$ cat src/sdt_pkg.sv
// Shared types, codes and defaults for the seen-device table.
// No dependencies; every other file of the block imports this package.
`default_nettype none

package sdt_pkg;

  localparam int unsigned SDT_TABLE_ENTRIES = 256;
  localparam int unsigned SDT_SLOT_W        = 8;
  localparam int unsigned SDT_COUNT_W       = 9;
  localparam int unsigned SDT_CFG_IDX_W     = 1;
  localparam int unsigned SDT_CFG_DATA_W    = 2;

  localparam logic [1:0] FUNC_UPDATE = 2'd0;
  localparam logic [1:0] FUNC_LOOKUP = 2'd1;
  localparam logic [1:0] FUNC_CLEAR  = 2'd2;

  localparam logic [SDT_CFG_IDX_W-1:0] CFG_IGNORE_RANDOM_NAMELESS = 1'd0;
  localparam logic [SDT_CFG_IDX_W-1:0] CFG_BLE_DOMAIN_CODE        = 1'd1;

  localparam logic [1:0] BLE_DOMAIN_RESET = 2'd1;

  typedef enum logic [2:0] {
    STS_UPDATED  = 3'd0,
    STS_APPENDED = 3'd1,
    STS_EVICTED  = 3'd2,
    STS_FILTERED = 3'd3,
    STS_HIT      = 3'd4,
    STS_MISS     = 3'd5,
    STS_CLEARED  = 3'd6
  } sdt_status_e;

  typedef enum logic [1:0] {
    S_IDLE,
    S_SCAN,
    S_DECIDE,
    S_RESP
  } sdt_state_e;

  typedef struct packed {
    logic [1:0]  func;
    logic [1:0]  domain;
    logic [47:0] mac_addr;
    logic        addr_random;
    logic        name_empty;
    logic [31:0] time_ms;
  } sdt_in_t;

  typedef struct packed {
    sdt_status_e            status;
    logic [SDT_SLOT_W-1:0]  slot;
    logic [31:0]            first_seen;
    logic [31:0]            last_seen;
    logic [SDT_COUNT_W-1:0] entry_count;
    logic [31:0]            filtered_total;
  } sdt_out_t;

  typedef struct packed {
    logic [1:0]  domain;
    logic [47:0] mac;
    logic [31:0] first;
    logic [31:0] last;
  } sdt_entry_t;

  typedef struct packed {
    logic load;
    logic scan;
    logic commit;
    logic emit;
  } sdt_cmd_t;

  typedef struct packed {
    logic scan_done;
    logic out_free;
  } sdt_sts_t;

endpackage

`default_nettype wire

$ cat src/sdt_ctrl.sv
// Sequencer for the seen-device table: accept, scan, commit, respond.
// Depends on sdt_pkg; drives the datapath through sdt_cmd_t.
`default_nettype none

module sdt_ctrl
  import sdt_pkg::*;
(
  input  wire        clk_i,
  input  wire        rst_ni,
  input  wire        in_valid_i,
  output logic       in_stall_o,
  input  sdt_sts_t   sts_i,
  output sdt_cmd_t   cmd_o
);

  sdt_state_e state_q, state_d;

  always_ff @(posedge clk_i or negedge rst_ni) begin
    if (!rst_ni) begin
      state_q <= S_IDLE;
    end else begin
      state_q <= state_d;
    end
  end

  always_comb begin
    state_d = state_q;
    case (state_q)
      S_IDLE: begin
        if (in_valid_i) state_d = S_SCAN;
      end
      S_SCAN: begin
        if (sts_i.scan_done) state_d = S_DECIDE;
      end
      S_DECIDE: begin
        state_d = S_RESP;
      end
      S_RESP: begin
        if (sts_i.out_free) state_d = S_IDLE;
      end
      default: state_d = S_IDLE;
    endcase
  end

  always_comb begin
    cmd_o      = '0;
    in_stall_o = 1'b1;
    case (state_q)
      S_IDLE: begin
        in_stall_o  = 1'b0;
        cmd_o.load  = in_valid_i;
      end
      S_SCAN:   cmd_o.scan   = 1'b1;
      S_DECIDE: cmd_o.commit = 1'b1;
      S_RESP:   cmd_o.emit   = sts_i.out_free;
      default: begin
        cmd_o      = '0;
        in_stall_o = 1'b1;
      end
    endcase
  end

endmodule

`default_nettype wire

$ cat config.mk
export PLATFORM = sky130hd
export DESIGN_NAME = sdt_ctrl
export DESIGN_NICKNAME = d
export VERILOG_FILES = /design/src/sdt_pkg.sv /design/src/sdt_ctrl.sv
export SDC_FILE = /design/constraint.sdc
export NUM_CORES = 1
export LEC_CHECK = 0
export BUFFER_PORTS_ARGS = -buffer_cell sky130_fd_sc_hd__buf_2
export CAP_MARGIN = 10
export CORE_AREA = 2 2 39 41
export DETAILED_ROUTE_END_ITERATION = 10
export DIE_AREA = 0 0 41 43
export PLACE_DENSITY_LB_ADDON = 0.1
export SLEW_MARGIN = 20
export SYNTH_ARGS = -nofsm -noshare
export SYNTH_HDL_FRONTEND = slang
export SYNTH_SLANG_ARGS = --single-unit
$ cat constraint.sdc
create_clock -name clk_i -period 2.6 [get_ports clk_i]
set_input_delay 0.26 -clock clk_i [delete_from_list [all_inputs] [get_ports clk_i]]
set_output_delay 0.26 -clock clk_i [all_outputs]
set_load 0.05 [all_outputs]
Yosys cells after proc, flatten, opt, wreduce, memory -nomap -nowiden
Index checks and enable logic that the tools add are counted.
{"block": "classes", "n_addsub": 0, "multipliers": 0, "div": 0, "magnitude_cmp": 0, "eq_ne": 6, "n_shift": 0, "mux": 9, "bitwise_logic": 0, "n_reduce_logical": 2}
{"cell": "$pmux 2 s4", "count": 1}
{"cell": "$mux 2", "count": 3}
{"cell": "$ne 2x2->1 const B", "count": 3}
{"cell": "$mux 1", "count": 5}
{"cell": "$eq 2x2->1 const B", "count": 2}
{"cell": "$reduce_and 3->1", "count": 1}
{"cell": "$eq 2x1->1 const B", "count": 1}
{"cell": "$logic_not 2->1", "count": 1}
{"block": "totals", "ff_bits": 2, "latchBits": 0, "ramBits": 0, "mem_bits_ro": 0, "out_inout_bits": 5, "elab_cells": 18, "memories": 0}

Logic depth before layout (Yosys ltp)
{"block": "depth", "depth_word": 3, "mapped_depth": 4, "mapped_depth_nobuf": 4}

Worst setup path before layout
Ideal clock, no wire load.
{"block": "synth_timing", "kind": "reg2out", "start": "register state_q[0]", "end": "output cmd_o[3] (netlist bit)", "arrival_time_ps": 1591, "t_required_ps": 2340, "setup_slack_ps": 749, "path_stages_with_launch": 5, "cell_sequence": "dfrtp_1 -> inv_1 -> ha_1 -> inv_1 -> nor2_1"}
{"element": "from (decl)", "line": "sdt_ctrl.sv:16", "source": "sdt_state_e state_q, state_d;"}
{"element": "from (signal assigned)", "line": "sdt_ctrl.sv:22", "source": "state_q <= state_d;"}
{"element": "to (decl)", "line": "sdt_ctrl.sv:13", "source": "output sdt_cmd_t cmd_o"}

Worst setup path in the final report
{"block": "layout_timing", "start": "register state_q[1]", "end": "register state_q[1]"}
{"block": "layout_between", "elab_chain_cells": 3}
{"element": "$eq 2x1->1 (tied with other cells)", "line": "sdt_ctrl.sv:28", "source": "case (state_q)"}
{"element": "$ne 2x2->1 (no source line)"}
{"element": "$reduce_and 3->1 (no source line)"}
Parallel ways exist; a longest one is shown, timed or not.
A chain may end at the register's enable or synchronous reset.

==> summary.md <==
| Metric | Value |
|---|---|
| Final hold violations | `0` |
| Ports | `10` |
| Slowest cell on crit path | `a222oi_1` |
| Crit share post-route | `approximately 62%` |
| CORE AREA | `approximately 1400 µm²` |
| Buffers on Ports | `9` |
| Max Fanout on Critical Path | `4` |
| Tmin final | `1.62 ns` |
| Required @ worst endpoint | `roughly 2.7 ns` |
| Starting Density | `roughly an eighth` |
| NumNets Final | `44` |
| Mapped Nets | `29` |
| Synth area leaders | `ha_1, dfrtp_1, inv_1, mux2_1, a222oi_1` |
| Final setup viols | `0` |
| DP HPWL | `about 350 µm` |
| Initial antenna violation count | `0` |
| Clock root cell | `clkbuf_4` |
| Worst-path clk slew | `0.03 ns` |
| Syn Inst Count | `19` |
| Antenna cell count | `0` |
| Synth cell count leaders | `inv_1, ha_1, dfrtp_1, nor2_1` |
| Routed Antenna Nets | `0` |
| FF-to-FF Start | `state_q[1]` |
| Area of the multi-input gates | `109 µm²` |
| Clk sink count | `2` |
| Critical path type | `reg2reg` |
| Site Rows | `14` |
| Syn Std Cell Area | `181 µm²` |
| CP startpoint | `state_q[1]` |
| Post-CTS setup buffers | `0` |
| Clk Latency, worst-skew pair | `between 0.2 and 0.25 ns` |
| Worst Hold Class | `in2async` |
| Setup tns final | `0 ns` |
| H-tree levels | `1` |
| Drt wl/cell | `roughly 8.6 µm` |
| RSZ-0062 raised after global routing | `no` |
| Count leader, synth | `inv_1` |
| Crit path to | `state_q[1]` |
| CP Data Arrival Time | `1.72 ns` |
| Slowest Stage Delay on Critical Path | `around 0.44 ns` |
| First-pass GRT wire length | `roughly 660 µm` |
| Status | `completed` |
| R2r setup slk | `approximately 0.98 ns` |
| Worst Setup End Kind | `flip-flop` |
| Largest net degree at the start of global routing | `5` |
| FFs w/ async S/R, synth | `between 90% and 100%` |
| # fillers | `~170` |
| Number of flops mapped to enable cells by yosys | `0` |
| Slew headroom | `70.2%` |
| Sequential area share after synthesis | `between 20% and 30%` |
| Crit-path leading delay family | `compound AO/OA/AOI/OAI gates` |
| Mean number of vias per cell | `3.46` |
| Die ar. | `1760 µm²` |
| Max clock buf depth | `2` |
| Reg area | `around 50 µm²` |
| DRT Pass-1 Iters | `4` |
| Setup WS pre-CTS | `roughly 0.96 ns` |
| R2R depth | `4` |
| Biggest regs | `state_q (2)` |
| Clock Skews | `between 0.004 and 0.005 ns` |
| Fin util | `around 20%` |
| Die height | `roughly 43 µm` |
| Worst setup SP type | `flip-flop` |
| Worst reg2reg path endpoint | `state_q[1]` |
| Post-synthesis register bit count | `2` |
| Max Slew Vio Count | `0` |
| Max_cap viols | `0` |
| Residual DRC | `0` |
| Slew @ Worst Pin | `~0.45 ns` |
| Smallest setup slack after layout | `between 0.9 and 1 ns` |
| Share of Yosys cell area claimed by the top area cell type | `34.5%` |
| Syn. warnings | `0` |
| Reg with most FFs | `state_q` |
| Syn_area_per_cell | `approximately 9.5 µm²` |
| Critical Path Stages | `4` |
| Remaining global-route overflow | `0` |
| CP bufs+invs | `1` |
| Total Wirelength | `415 µm` |
| Fmax achieved | `619 MHz` |
| Die width | `a little over 40 µm` |
| TritonCTS Buffers | `3` |
| DR iter-0 viols | `2` |
| GR Util All Layers | `between 6 and 7%` |
| Max reg flops | `2` |
| Share of cells above drive strength 1 | `between 40 and 50%` |
| Prevailing post-synth register cell | `dfrtp_1` |
| Area growth, synth to finish | `53.8%` |
| Distinct cells, synth | `8` |
| Total number of vias | `166` |
| GPL Wtd Cong | `roughly 0.66` |
| CTS tree | `done` |
| Number of global-route vias before repair | `~180` |
| Synth area leader | `ha_1` |
| Ordered list of cells on the worst path | `inv_1, ha_1, a222oi_1, mux2_1` |
==> what timing repair did <==
action	CTS	global route
resized for setup	0	0
hold endpoints to repair	2	0
hold buffers	1	0
==> per-stage QoR <==
step	hold slack (ns)	area (µm²)	cells
after floorplan	-0.0356	181	19
after global placement	0.0490	246	44
after detailed placement	0.0479	246	44
after CTS	0.354	279	48
after global routing	0.362	279	48
final	0.355	279	48
==> how the worst min path moves through the flow <==
stage	cells past startpoint	to	slack, ns	startpoint
2_1_floorplan	0	state_q[0]	-0.04	rst_ni
3_3_place_gp	1	state_q[1]	0.05	rst_ni
3_5_place_dp	1	state_q[1]	0.05	rst_ni
4_1_cts	2	state_q[1]	0.35	rst_ni
5_1_grt	2	state_q[1]	0.36	rst_ni
6_report	2	state_q[1]	0.36	rst_ni
==> layout by cell type, fill, tap and decap left out, drive strengths merged <==
cell	netlist	routed
and2	1	1
dlygate4sd3	0	1
mux2	1	1
buf	0	9
nor2	2	2
clkbuf	0	3
dfrtp	2	2
mux2i	1	1
a222oi	1	1
ha	5	5
inv	6	6
==> metal layers <==
metal  part of all wire (%)  global-route usage, %  wire length (µm)
met2                     52                   9.06               216
met3                     11                   3.14                47
met4                      0                   6.00                 0
met1                     37                   5.14               152
met5                      0                      0                 0
==> worst register-to-register path: cells and delay by family, from the launching register on <==
family                   cells  cell delay, ns
AO/OA/AOI/OAI                1            0.44
flip-flops                   1            0.39
multiplexers                 1            0.37
adder cells (fa/ha/maj)      1            0.19
buffers and inverters        1            0.10
==> cell families (layout without fill, tap and decap cells) <==
family	after synthesis	count (layout)	share of synthesized area (%)
simple gates	3	3	8.28
mux	2	2	11.7
fa+ha+maj	5	5	34.5
buf+inv	6	19	12.4
compound gates	1	1	5.52
flops	2	2	27.6
==> final cells by class <==
class | count | share of cell area [%]
Multi-Input combinational cell | 11 | 39.0
Timing Repair Buffer | 10 | 19.7
Sequential cell | 2 | 17.9
Clock buffer | 3 | 8.07
Inverter | 6 | 8.07
Tap cell | 16 | 7.17
Power is not shown: default switching activity piles up to over one toggle a cycle in this logic, so the estimate is an artifact.
